`src/hw/rtl/spag_pkg.sv`:
```
// Shared widths, constants and payload types for the spectrum power average block.
// No dependencies; every other file of the block imports this package.
`default_nettype none

package spag_pkg;

   // Field widths of the request and result channels.
   localparam int DATA_WIDTH    = 16;
   localparam int BIN_OUT_WIDTH = 7;
   localparam int LEVEL_WIDTH   = 8;

   // One bin power is at most 2^31, so it needs 32 bits.
   localparam int POWER_WIDTH = 32;
   localparam int SQ_WIDTH    = POWER_WIDTH - 1;

   // Averaging window: a fixed eight frames, so the mean is a shift by three.
   localparam int WINDOW_FRAMES = 8;
   localparam int SLOT_WIDTH    = $clog2(WINDOW_FRAMES);
   localparam int SUM_WIDTH     = POWER_WIDTH + SLOT_WIDTH;

   // Level scaling.
   localparam int SHIFT_DC = 12;
   localparam int SHIFT_AC = 14;
   localparam logic [LEVEL_WIDTH-1:0] LEVEL_MAX = '1;

   // Default transform size.
   localparam int FFT_POINTS_DEFAULT = 128;

   // Register port.
   localparam int CSR_ADDR_WIDTH = 3;
   localparam int CSR_DATA_WIDTH = 32;
   localparam logic REG_NOISE_CAPTURE = 1'b0;

   // One row of the power history: the bin's power in every frame slot.
   typedef logic [WINDOW_FRAMES-1:0][POWER_WIDTH-1:0] hist_row_type;

   // Result payload.
   typedef struct packed {
      logic [BIN_OUT_WIDTH-1:0] bin;
      logic [LEVEL_WIDTH-1:0]   level;
   } rsp_payload_type;

   // A result pushed from the pipeline into the output buffer.
   typedef struct packed {
      logic            valid;
      rsp_payload_type data;
   } rsp_push_type;

endpackage

`default_nettype wire

```
`src/hw/rtl/spag_rsp_if.sv`:
```
// Result channel: bin index and gated level.
// Depends on spag_pkg for the field widths.
`default_nettype none

interface spag_rsp_if;
   import spag_pkg::*;

   logic                     valid;
   logic                     ready;
   logic [BIN_OUT_WIDTH-1:0] bin;
   logic [LEVEL_WIDTH-1:0]   level;

   modport source (output valid, output bin, output level, input ready);
   modport sink   (input valid, input bin, input level, output ready);
endinterface

`default_nettype wire

```
`src/hw/rtl/spag_skid.sv`:
```
// Output register with one skid entry that decouples the pipeline from the result channel.
// Depends on spag_pkg and spag_rsp_if.
`default_nettype none

module spag_skid (
   input  wire logic                  clock,
   input  wire logic                  reset,
   input  wire spag_pkg::rsp_push_type push,
   output logic                       has_room,
   spag_rsp_if.source                 rsp_bus
);
   import spag_pkg::*;

   logic            out_valid_ff, out_valid_in;
   rsp_payload_type out_data_ff, out_data_in;
   logic            skid_valid_ff, skid_valid_in;
   rsp_payload_type skid_data_ff, skid_data_in;
   logic            pop;

   assign pop = out_valid_ff && rsp_bus.ready;

   // The pipeline only pushes while the skid entry is free.
   assign has_room = !skid_valid_ff;

   // Pop first, then place the pushed result behind whatever remains.
   always_comb begin
      out_valid_in  = out_valid_ff;
      out_data_in   = out_data_ff;
      skid_valid_in = skid_valid_ff;
      skid_data_in  = skid_data_ff;
      if (pop) begin
         if (skid_valid_ff) begin
            out_data_in   = skid_data_ff;
            skid_valid_in = 1'b0;
         end else begin
            out_valid_in = 1'b0;
         end
      end
      if (push.valid) begin
         if (!out_valid_in) begin
            out_valid_in = 1'b1;
            out_data_in  = push.data;
         end else begin
            skid_valid_in = 1'b1;
            skid_data_in  = push.data;
         end
      end
   end

   always_ff @(posedge clock) begin
      if (reset) begin
         out_valid_ff  <= 1'b0;
         skid_valid_ff <= 1'b0;
      end else begin
         out_valid_ff  <= out_valid_in;
         skid_valid_ff <= skid_valid_in;
      end
   end

   always_ff @(posedge clock) begin
      out_data_ff  <= out_data_in;
      skid_data_ff <= skid_data_in;
   end

   assign rsp_bus.valid = out_valid_ff;
   assign rsp_bus.bin   = out_data_ff.bin;
   assign rsp_bus.level = out_data_ff.level;

endmodule

`default_nettype wire

```
`src/flat_wrapper.sv`:
```
// flat-port wrapper written by rule: the top's interface ports become plain ports
module spag_skid_flat import spag_pkg::*;
  (clock, reset, push, has_room, rsp_bus_valid, rsp_bus_bin, rsp_bus_level, rsp_bus_ready);
  spag_rsp_if rsp_bus_i ();
  input  wire logic clock;
  input  wire logic reset;
  input  wire spag_pkg::rsp_push_type push;
  output logic has_room;
  output wire logic [$bits(rsp_bus_i.valid)-1:0] rsp_bus_valid;
  output wire logic [$bits(rsp_bus_i.bin)-1:0] rsp_bus_bin;
  output wire logic [$bits(rsp_bus_i.level)-1:0] rsp_bus_level;
  input wire logic [$bits(rsp_bus_i.ready)-1:0] rsp_bus_ready;
  assign rsp_bus_valid = rsp_bus_i.valid;
  assign rsp_bus_bin = rsp_bus_i.bin;
  assign rsp_bus_level = rsp_bus_i.level;
  assign rsp_bus_i.ready = rsp_bus_ready;
  spag_skid u_core (.clock(clock), .reset(reset), .push(push), .has_room(has_room), .rsp_bus(rsp_bus_i));
endmodule
```
`config.mk`:
```
export PLATFORM = sky130hd
export DESIGN_NAME = spag_skid_flat
export DESIGN_NICKNAME = d
export VERILOG_FILES = /design/src/hw/rtl/spag_pkg.sv /design/src/hw/rtl/spag_rsp_if.sv /design/src/hw/rtl/spag_skid.sv /design/src/flat_wrapper.sv
export SDC_FILE = /design/constraint.sdc
export NUM_CORES = 1
export LEC_CHECK = 0
export ABC_AREA = 1
export BUFFER_PORTS_ARGS = -buffer_cell sky130_fd_sc_hd__buf_2
export CAP_MARGIN = 10
export CELL_PAD_IN_SITES_DETAIL_PLACEMENT = 1
export CELL_PAD_IN_SITES_GLOBAL_PLACEMENT = 2
export CORE_MARGIN = 2
export CORE_UTILIZATION = 32
export CTS_CLUSTER_DIAMETER = 40
export DETAILED_ROUTE_END_ITERATION = 10
export PLACE_DENSITY_LB_ADDON = 0.1
export SLEW_MARGIN = 15
export SYNTH_ARGS = -nofsm -noshare
export SYNTH_HDL_FRONTEND = slang
export SYNTH_SLANG_ARGS = --single-unit
```
`constraint.sdc`:
```
create_clock -name clock -period 2.2 [get_ports clock]
set_clock_uncertainty 0.15 [all_clocks]
set_input_delay 0.33 -clock clock [delete_from_list [all_inputs] [get_ports clock]]
set_output_delay 0.33 -clock clock [all_outputs]
set_load 0.02 [all_outputs]
```
After elaboration in Yosys (flattened, before gate mapping) --
Cells that the tools add are included. W data, S select, Z words.
Operators by class: muxes and demuxes 10, reductions and logical operators 3
Operators by type and width (number):
- $mux W15 | 4
- $mux W1 | 6
- $reduce_and A2 Y1 | 1
- $logic_and A1 B1 Y1 | 1
- $logic_not A1 Y1 | 1
Word-level totals: bits in registers 32, bits of input ports 19, output and inout bits 17, logic and storage cells 19

Depth between registers and ports, before layout --
Gate-level depths: netlist of the first run.
depth after elaboration 4, gate-level depth with buffers 8, gate-level depth less buffers 6

Worst setup path before layout of the first run --
No wires, ideal clock.
path kind register -> register, from register u_core.out_valid_ff, in the netlist u_core.rsp_bus.valid, to register u_core.skid_data_ff[0] (netlist name) (enable), library setup time 0.359 ns, arrival 1.204 ns, data required time 1.691 ns, setup slack 0.488 ns, cell stages (with the launch flop) 5, buffers on the path 2, clock period less this slack 1.712 ns, path through dfxtp_1 -> buf_6 -> buf_4 -> nand3_1 -> inv_1
Between the ends: longest elaborated chain between the ends 3, elaborated cells between the ends (all ways) 4, those cells by class mux (2); reduce/logical (2)
RTL lines:
- start, declared | RTL line spag_skid.sv:14 | logic out_valid_ff, out_valid_in;
- start signal, assigned | RTL line spag_skid.sv:55 | out_valid_ff <= out_valid_in;
- $mux W1 / $logic_and A1 B1 Y1 (equally long branches) | RTL line spag_skid.sv:32, spag_skid.sv:20
- $mux W1 (*) | RTL line spag_skid.sv:31 | if (pop) begin
- $reduce_and A2 Y1 (no line) (*)
- end signal, assigned | RTL line spag_skid.sv:62 | skid_data_ff <= skid_data_in;
- end, declared | RTL line spag_skid.sv:17 | rsp_payload_type skid_data_ff, skid_data_in;
Every way passes the cells marked *; elsewhere a longest branch is shown, timed or not. A chain may end at the register's enable or synchronous reset.

Worst setup path in the final report of the first run --
from register u_core.out_valid_ff, in the netlist u_core.rsp_bus.valid, to output rsp_bus_valid
RTL lines:
- end, declared | RTL line flat_wrapper.sv:9 | output wire logic [$bits(rsp_bus_i.valid)-1:0] rsp_bus_valid;
No word-level cell between the ends.

==> metrics list, run 1 <==
* DRC marker count from the first detailed-route iteration: 58
- Sequential cell fraction of total power: 48.1%
* Nets@finish: around 210
- The finished layout holds approximately 250 standard cells, fillers aside.
- Of the total power, the share spent switching nets is around 28%.
- Residual DRC count: 0
* Placed wire-length estimate: roughly 2.4 mm
- Destination of the worst hold path: u_core.rsp_bus.valid
* Largest cells by area after synthesis: sky130_fd_sc_hd__edfxtp_1 30%, sky130_fd_sc_hd__dfxtp_1 22%, sky130_fd_sc_hd__inv_1 7.9%
- Number of cells traversed by the worst hold path: 2
* Worst hold path startpoint: reset
- After clock tree synthesis, the flow added hold-fix buffers numbering 0.
- Status: finished, final reports clean
- The floorplan step defined a core boundary enclosing between 4000 and 5000 µm².
- After synthesis, flip-flops and latches occupy 51.89% of the total area.
* Endpoint arrival time on the critical path: roughly 1.1 ns
- The first global-routing pass estimated between 6 and 7 mm of wire.
* Die outline area: around 5300 µm²
* Ports: 36
* Library cell with the largest summed area after synthesis: sky130_fd_sc_hd__edfxtp_1
* Count of yosys warnings during synthesis: 0
- Hold timing on the final database bottoms out at a slack of ~0.063 ns.
- In this run the worst hold path is classified as primary input to flip-flop.
* Capture instance of the worst register-to-register path: u_core.skid_data_ff[7]
* Port-buffer cells: 35
- Entering global routing, the biggest net connects 20 pins.
- The H-tree generated during clock tree synthesis spans 2 levels.
* Net Sw Power: ~400 µW
- At the pin with the least slew margin, the transition time is around 0.60 ns.
- After clock tree synthesis, the clock-pin slew on the worst setup and hold paths is around 0.07 ns.
* Internal portion of total power: slightly above 1000 µW
- In this run the tightest slew margin relative to its limit is about three fifths.
* Final slew viol count: 0
- Power share of the combinational group: between 10% and 20%
- The count of nets left with antenna violations once routing finished came out at 0.
* Largest fanout on the critical path: 19
- The largest single stage delay on the critical path is ~0.34 ns.
* CTS Buffer Depth: 2
* Area growth from synthesis to layout: 17.32%
- Post-CTS repair changed the size of 0 cells.
- In this run the static leakage power is approximately 0.00089 µW.
- Top-area cell type share of the netlist area: 29.56%
- Total instance count after detailed placement: 241
- Number of placement rows: 25
- Min cycle time layout: between 1.5 and 2 ns
* Master of the slowest instance on the critical path: sky130_fd_sc_hd__dfxtp_1
- Worst-case reg-to-reg path depth: 4
- Summing all flip-flop and latch instances after layout gives 790.8 µm².
- Routability-driven placement finished with a final weighted congestion of between 0.6 and 0.7.
- Dividing total power by cell area gives a power density of 797.2 nW/µm².
- The multi-input combinational cells in the finished layout cover a total of slightly above 500 µm².
- The tool flagged a number of max-cap violations equal to 0.
- Final hold violations: 0
- Clk_lat worst skew: 0.28 ns
* Maximum achievable frequency: between 600 and 700 MHz
- Summed over all layers, the routed wires come to 3.679 mm.
- In the final layout, the share of cells above drive strength 1 is a little over 30%.
- The filler cells instantiated in the layout total 570.
- FF-to-FF Start: u_core.skid_valid_ff
- The worst setup path is captured at an output pin.
* Global router's overall resource usage: about 16%
* Worst ir drop on vdd: between 0.0003 and 0.0004 V
* Initial standard-cell utilization of the core: between 30% and 40%
- In the synthesized netlist, the number of instances is 160.
- Width of the chip: 73.01 µm
- Setup repair after global routing missed its margin: no
* CP Data Required Time: between 1.5 and 2 ns
- Post-synthesis instance area: between 1500 and 2000 µm²
- In the final routed layout, each cell accounts on average for about 15 µm.
* Final core utilization: 38.36%
- Final critical-path share of the clock period: between 70% and 80%
- Via count: about 1200
- The repair_antennas step left the layout with diodes totalling 0.
- After synthesis the netlist holds a flip-flop and latch count of 32.
- Setup TNS: 0 ns
- Global route total overflow: 0
- The number of nets in the synthesized netlist is 179.
- In this run, CTS created clock tree buffers numbering 5.
- Clk Tree Root Cell: sky130_fd_sc_hd__clkbuf_8
- The number of global-route vias before repair is 1257.
- TritonCTS clock tree: done
- The die is 73.01 µm tall.
- Post-CTS timing repair inserted 0 buffers for setup.
* Router iterations before antenna repair: 4
* Syn avg cell area: between 9 and 10 µm²
- Antenna violations before repair: 0
* Minimum setup slack among reg-to-reg paths: about 0.60 ns
- Clock network fraction of total power: 34.9%
- The tree built by TritonCTS fans out to 32 sinks.
- Final setup violation count: 0
* Critical path type: flip-flop to output pin
* Yosys cell types: 15
- The critical path goes through buf_4 -> buf_2.
* Average vias per placed instance: around 4.8
- Element type at the critical path start: flip-flop
[power by group through the flow]
| stage | clock network, µW | registers (µW) | logic, µW |
|---|---|---|---|
| after floorplan | 0 | 745 | 130 |
| after global placement | 0 | 697 | 239 |
| after detailed placement | 0 | 700 | 247 |
| after CTS | 514 | 686 | 248 |
| final | 497 | 685 | 243 |
| after global routing | 551 | 691 | 270 |
[kinds of logic (layout without fill, tap and decap cells)]
family	count (synthesis)	in the layout	synth area share (%)
buffers and inverters	44	78	14.86
and+or+nand+nor	82	82	32.60
AOI/OAI and AO/OA	2	2	0.6568
DFF	32	32	51.89
[metrics by stage]
stage / total power, µW / instance area [µm²] / worst slack, ns
floorplan: 875.0 / 1524 / 0.4875
finish: 1425 / 1788 / 0.5885
detailed placement: 946.4 / 1692 / 0.3780
CTS: 1448 / 1788 / 0.5754
global placement: 936.2 / 1692 / 0.4565
global route: 1512 / 1788 / 0.5058
[synth_stat cells, drive strengths merged]
master	count
buf	11
nand4	15
a21oi	2
nand2	35
edfxtp	15
inv	33
nand3	32
dfxtp	17
[metal layers]
metal	routed length [µm]	track usage [%]	vias up	share of wire, %
li1	-	-	588	-
met1	1641	19.38	563	45
met2	1884	27.63	25	51
met3	114	4.972	4	3.1
met4	39	5.556	0	1.1
met5	0	0	-	0
[area by class of cell]
| type | instances | share of cell area, % |
|---|---|---|
| sequential | 32 | 44.23 |
| multi-input combinational | 84 | 28.34 |
| timing repair buffer | 38 | 11.06 |
| inverter | 33 | 7.208 |
| clock buffer | 7 | 5.388 |
| tap | 54 | 3.779 |
[worst max-delay path, delay by kind of cell, from the launching register on]
kind / cells / cell delay (ns)
buffers and inverters: 2 / 0.51
DFF: 1 / 0.34
[state kept, by name (all words and copies together) (netlist names)]
signal                count
u_core.rsp_bus.valid      1
u_core.skid_data_ff      15
u_core.rsp_bus.level      8
u_core.skid_valid_ff      1
u_core.rsp_bus.bin        7
[cells in the final DEF (no fill, tap or decap), types with 2 or more instances in the layout]
cell	synthesis	layout
sky130_fd_sc_hd__buf_2	5	35
sky130_fd_sc_hd__inv_1	32	32
sky130_fd_sc_hd__nand2_1	32	32
sky130_fd_sc_hd__nand3_1	21	21
sky130_fd_sc_hd__dfxtp_1	17	17
sky130_fd_sc_hd__nand4_1	15	15
sky130_fd_sc_hd__edfxtp_1	15	15
sky130_fd_sc_hd__nand3_2	10	10
sky130_fd_sc_hd__clkbuf_8	0	7
sky130_fd_sc_hd__nand2_8	3	3
sky130_fd_sc_hd__buf_4	1	3
sky130_fd_sc_hd__a21oi_1	2	2
[how the worst max path moves through the flow]
stage / start / end / slack [ns] / cells past startpoint
6_report: u_core.rsp_bus.valid / rsp_bus_valid / 0.59 / 2
5_1_grt: u_core.skid_valid_ff / u_core.skid_data_ff[7] / 0.51 / 4
4_1_cts: u_core.rsp_bus.valid / rsp_bus_valid / 0.58 / 2
3_5_place_dp: rsp_bus_ready / u_core.skid_data_ff[12] / 0.38 / 4
3_3_place_gp: rsp_bus_ready / u_core.skid_data_ff[12] / 0.46 / 4
2_1_floorplan: u_core.rsp_bus.valid / u_core.skid_data_ff[0] / 0.49 / 4
Note: power is estimated with default switching activity, not from simulation.
==> run 2, diff against run 1 <==
- clock period: 2.2 -> 1.6 ns (I/O delays scaled with it)
==> run 2 against run 1 <==
  * Utilization up 1.9 points
  * Global-route usage down 1.7 points
  * Routed wire length fell by 4.2%
  * Final cell count is 4.0% higher
  * Sequential power rose by 38%
==> metrics list, run 2 (synthesis results as in run 1) <==
* Crit-path cells: buf_4 -> buf_2
- Ports: 36
- The worst register-to-register path has a setup slack of roughly 0.16 ns.
* Reg with most FFs: u_core.skid_data_ff
- The run finished with clean final reports.
- Maxcap violations: 0
- Buffers inserted to repair hold after CTS numbered 7.
* Nets@finish: between 200 and 250
* Via count of the first global-routing pass: between 1000 and 1500
- Residual DRC count: 0
- Final critical-path share of the clock period: a little over nine tenths
- CTS placed an instance of sky130_fd_sc_hd__clkbuf_8 at the clock tree root.
* Min cycle time layout: between 1.5 and 2 ns
- Cells fill approximately two fifths of the core in the end.
* Wire length of the first global-routing pass: 5.754 mm
- Share of post-route cells with drive strength above 1: 30.39%
* Launching instance or port of the critical path: u_core.rsp_bus.valid
- The final hold violation count was 0.
* Worst-case reg-to-reg path depth: 4
- Entering global routing, the biggest net connects 20 pins.
- Setup violations remaining at the end of the flow were counted as 0.
- The pre-antenna-repair detailed-routing pass consisted of 4 iterations.
* Clock transition at the register clock pins on the worst setup and hold paths after CTS: 0.06 ns
- Cell Count, Final, Fillers Out: about 260
- CTS built an H-tree with a depth of 2.
- For the worst setup path, the data arrival time is 1.11 ns.
* Number of buffers added by the clock tree synthesis step: 5
- Critical path type: flip-flop to output pin
- Worst slew slack as a fraction of its limit: 77.84%
- Total instance count after detailed placement: around 240
- Worst slew pin tran: 0.3318 ns
- Along the worst path, the maximum fanout reaches 19.
* Clk_lat worst skew: around 0.28 ns
- Delay of the slowest cell on the worst path: roughly 0.33 ns
* FF-to-FF Start: u_core.skid_valid_ff
- Static timing analysis puts the maximum clock frequency at 665.5 MHz.
- STA classifies the critical path startpoint as a flip-flop.
* Capture instance of the worst register-to-register path: u_core.skid_data_ff[5]
* Global route total overflow: 0
- The worst hold path belongs to the class primary input to flip-flop.
* Post-CTS setup buffer count: 0
* Leakage power: 0.0009130 µW
* Port-buffer cells: 35
- TritonCTS built the clock tree.
- Top library cells by usage in the layout, fill and taps aside: 35 x sky130_fd_sc_hd__buf_2, 32 x sky130_fd_sc_hd__nand2_1, 31 x sky130_fd_sc_hd__inv_1, 21 x sky130_fd_sc_hd__nand3_1, 16 x sky130_fd_sc_hd__dfxtp_1
* Via count: between 1000 and 1500
- Number of placement rows: 25
- Summing all placed instances gives a cell area of about 1700 µm².
- Once the floorplan was initialized, standard cells occupied between 30% and 40% of the core.
- The wire-length estimate of the detail-placed layout is roughly 2.3 mm.
- CTS Buffer Depth: 2
- Die outline area: ~5300 µm²
* Placer congestion estimate: 0.6983
- Width of the chip: approximately 73 µm
* Worst hold path startpoint: push[5]
- The floorplan step defined a core boundary enclosing 4661 µm².
- After detailed routing, the average wire length per cell comes to 13.66 µm.
- The number of antenna diodes in the final layout is 0.
* Overall power of the completed layout: 1934 µW
- Antenna violations before repair: 0
* Total routed wirelength: about 3.5 mm
* CP Data Required Time: around 1.2 ns
- Setup TNS: 0 ns
- The final count of pins violating max slew was 0.
- End of the critical path: rsp_bus_valid
- The count of nets left with antenna violations once routing finished came out at 0.
- Average vias per placed instance: 4.667
- Total non-filler cell area in the finished layout: ~1900 µm²
- The clock drives 32 sinks.
- Master of the slowest instance on the critical path: sky130_fd_sc_hd__dfxtp_2
* Total of cells resized after clock tree synthesis: 0
- Setup repair after global routing missed its margin: no
- For this run, the total global-route usage over all layers was measured as ~15%.
* Vertical die dimension: roughly 73 µm
- Leaving out fill and tap cells, the most frequent cell in the layout is sky130_fd_sc_hd__buf_2.
- IR analysis of the VDD net gives a maximum drop of 0.0003985 V.
* Worst Setup End Kind: output pin
- The area growth from synthesis to layout is 22.99%.
* DRC marker count from the first detailed-route iteration: 46
- Number of flip-flops in the largest register: 15
- PD cells: approximately 1000 nW/µm²
## run 2: worst min path at each step
stage	to	cells past startpoint
after floorplan	u_core.rsp_bus.valid	1
after global placement	u_core.rsp_bus.valid	2
after detailed placement	u_core.rsp_bus.valid	2
after CTS	u_core.skid_data_ff[5]	1
after global routing	u_core.skid_data_ff[0]	1
final	u_core.skid_data_ff[5]	1
## run 2: critical path: cells and delay by family (launching register included)
| family | cells | cell delay (ns) |
|---|---|---|
| flip-flops | 1 | 0.33 |
| buffers and inverters | 2 | 0.51 |
## run 2: area by class of cell
class | count | area [µm²]
timing repair buffer | 47 | 285.3
multi-input combinational | 84 | 506.7
tap | 54 | 67.56
clock buffer | 8 | 90.09
inverter | 33 | 132.6
fill | 557 | 2786
sequential | 32 | 792.0
## run 2: report_power, final
group          switching [µW]  total, µW  internal, µW
Clock                     291        642           351
Sequential               24.4        943           919
Combinational             220        350           129
Total                     536       1930          1400
## run 2: per-stage QoR
step / hold slack [ns] / setup slack (ns)
3_3_place_gp: 0.2600 / 0.1969
2_1_floorplan: 0.1517 / 0.06952
3_5_place_dp: 0.2672 / 0.1336
4_1_cts: 0.00001391 / 0.08294
6_report: 0.005725 / 0.09745
5_1_grt: 0.001908 / 0.03894
## run 2: metal layers
metal | up-vias | share of wire, % | global-route usage, %
li1 | 603 | - | -
met1 | 569 | 48 | 19.12
met2 | 26 | 47 | 23.12
met3 | 6 | 3.3 | 2.901
met4 | 0 | 1.5 | 6.790
met5 | - | 0 | 0
==> run 3, diff against run 2 <==
- REMOVE_ABC_BUFFERS: unset -> 1
==> run 3 against run 2 <==
  * Global-route usage rose by 1.5 points
  * Utilization rose by 2.0 points
  * Non-clock buffer count rose by 9
  * Hold slack gained 0.0083 ns
  * Routed wire length increased by 5.1%
  * Sequential share of layout area decreased by 2.1 points
  * Flip-flop and latch count unchanged
  * Via count is 0.58% lower
==> metrics list, run 3 (synthesis results as in run 1) <==
* Vertical die dimension: around 73 µm
* CP Data Required Time: approximately 1.2 ns
- After detailed routing, the number of remaining DRC violations is 0.
* Post-CTS setup buffer count: 0
- In the global route stage, overall resource usage came out at between 10% and 20%.
- Setup repair after global routing left no endpoint under its margin.
- Router iterations before antenna repair: 4
- Total routed wirelength: 3.704 mm
- Die outline area: 5330 µm²
- Clk Tree Root Cell: sky130_fd_sc_hd__clkbuf_8
- Number of flip-flops in the largest register: 15
* Delay of the slowest cell on the worst path: ~0.35 ns
- Cells fill between 40% and 50% of the core in the end.
* Element type at the critical path start: flip-flop
* Endpoint arrival time on the critical path: 1.02 ns
- Status: finished, final reports clean
- Setup slack closes at roughly 0.19 ns.
- Number of placement rows: 25
- Leakage power: roughly 0.00097 µW
* Maxcap violations: 0
- Critical path type: flip-flop to output pin
- After detailed routing, the number of vias per cell comes to about 4.5.
- Before CTS, the worst setup slack after placement is approximately 0.22 ns.
* CTS Buffer Depth: 2
- TritonCTS built the clock tree.
* Worst ir drop on vdd: 0.0004099 V
- Clock transition at the register clock pins on the worst setup and hold paths after CTS: roughly 0.070 ns
* Final critical-path share of the clock period: 88.14%
- Final hold violations: 0
- In this run the tool buffered the top-level ports with 35 buffer cells.
- Maximum achievable frequency: a little over 700 MHz
* Number of levels in the clock H-tree: 2
- The register with the most flip-flops in the final layout is u_core.skid_data_ff.
* Width of the chip: approximately 73 µm
* Minimum setup slack among reg-to-reg paths: about 0.23 ns
- Final slew viol count: 0
- The initial antenna violation count came to 0.
- The worst path needs around 1.4 ns of the cycle, external delays included.
* Placed wire-length estimate: about 2.4 mm
* Sequential Area: a little under 800 µm²
- Area growth from synthesis to layout: 29.23%
- Summing over every cut layer, the via total after detailed routing is between 1000 and 1500.
* Core outline area: around 4700 µm²
- The post-route netlist has 30.05% of its cells at a drive strength greater than 1.
- For this configuration, the core starts out at a cell density of 32.70%.
- Placer congestion estimate: ~0.65
* Pin count of the biggest net entering global routing: 18
- Leaving out fill and tap cells, the most frequent cell in the layout is sky130_fd_sc_hd__buf_2.
- Worst slew slack as a fraction of its limit: 82.40%
- Via count of the first global-routing pass: between 1000 and 1500
- Largest fanout on the critical path: 11
* Multi-input logic area: 506.7 µm²
- Crit-path cells: buf_4 -> buf_2
- Number of buffers added by the clock tree synthesis step: 5
- Overall power of the completed layout: a little under 2000 µW
- Average wire per standard cell: approximately 14 µm
- PD cells: about 1000 nW/µm²
- The filler cells instantiated in the layout total between 500 and 600.
- In this run the worst hold path is classified as primary input to flip-flop.
- Wire length of the first global-routing pass: around 6.3 mm
- Final setup violation count: 0
- Once detail routing completed, the nets flagged for antenna violations numbered 0.
- Setup TNS: 0 ns
- In this run, the number of DRC markers left after iteration 0 of detailed routing was 34.
- Clk_lat worst skew: between 0.2 and 0.3 ns
- For this design, the slowest cell found on the critical path is sky130_fd_sc_hd__dfxtp_1.
- The repair_antennas step left the layout with diodes totalling 0.
* Nets@finish: approximately 230
- Global route total overflow: 0
- Top library cells by usage in the layout, fill and taps aside: 35 x sky130_fd_sc_hd__buf_2, 32 x sky130_fd_sc_hd__inv_1, 32 x sky130_fd_sc_hd__nand2_1, 21 x sky130_fd_sc_hd__nand3_1, 17 x sky130_fd_sc_hd__dfxtp_1
- The worst setup path is captured at an output pin.
- Clock Sinks: 32
* Worst slew pin tran: around 0.26 ns
- Ports: 36
-- run 3: metal layers --
layer	up-vias	GRT usage [%]	wire (µm)
met4	0	5.556	52
li1	627	-	-
met2	29	26.53	1716
met3	6	4.558	143
met1	535	20.07	1792
met5	-	0	0
-- run 3: final timing paths --
path | depth (start not counted) | from | endpoint
setup / recovery | 2 | u_core.rsp_bus.valid | rsp_bus_valid
hold / removal | 1 | push[9] | u_core.skid_data_ff[9]
hold reg to reg | 2 | u_core.rsp_bus.valid | u_core.skid_valid_ff
setup reg to reg | 5 | u_core.skid_valid_ff | u_core.rsp_bus.level[7]
-- run 3: final cells by class --
type	instances	share of cell area, %
clock inverter	2	0.5083
tap	54	3.431
inverter	33	6.544
clock buffer	6	4.193
timing repair buffer	56	19.44
sequential	32	40.15
multi-input combinational	84	25.73
-- run 3: power by group --
group          internal (µW)  switching, µW  total [µW]
clock                    343            308         651
combinational            145            223         368
sequential               918           25.6         944
total                   1410            556        1960
-- run 3: what timing repair did --
action                    4_1_cts  5_1_grt
gates resized for setup         0        0
hold buffers                   15        0
hold endpoints to repair       16        0
-- run 3: critical path: cells and delay by family, from the launching register on --
family,cells,cell delay (ns)
flip-flops,1,0.35
buffers and inverters,2,0.39
-- run 3: per-stage QoR --
step                hold slack (ns)  instances  area (µm²)
finish                      0.01400        267        1969
global route               0.006134        267        1969
CTS                        0.004512        267        1969
detailed placement           0.2835        244        1727
global placement             0.2814        244        1727
floorplan                    0.1591        149        1426
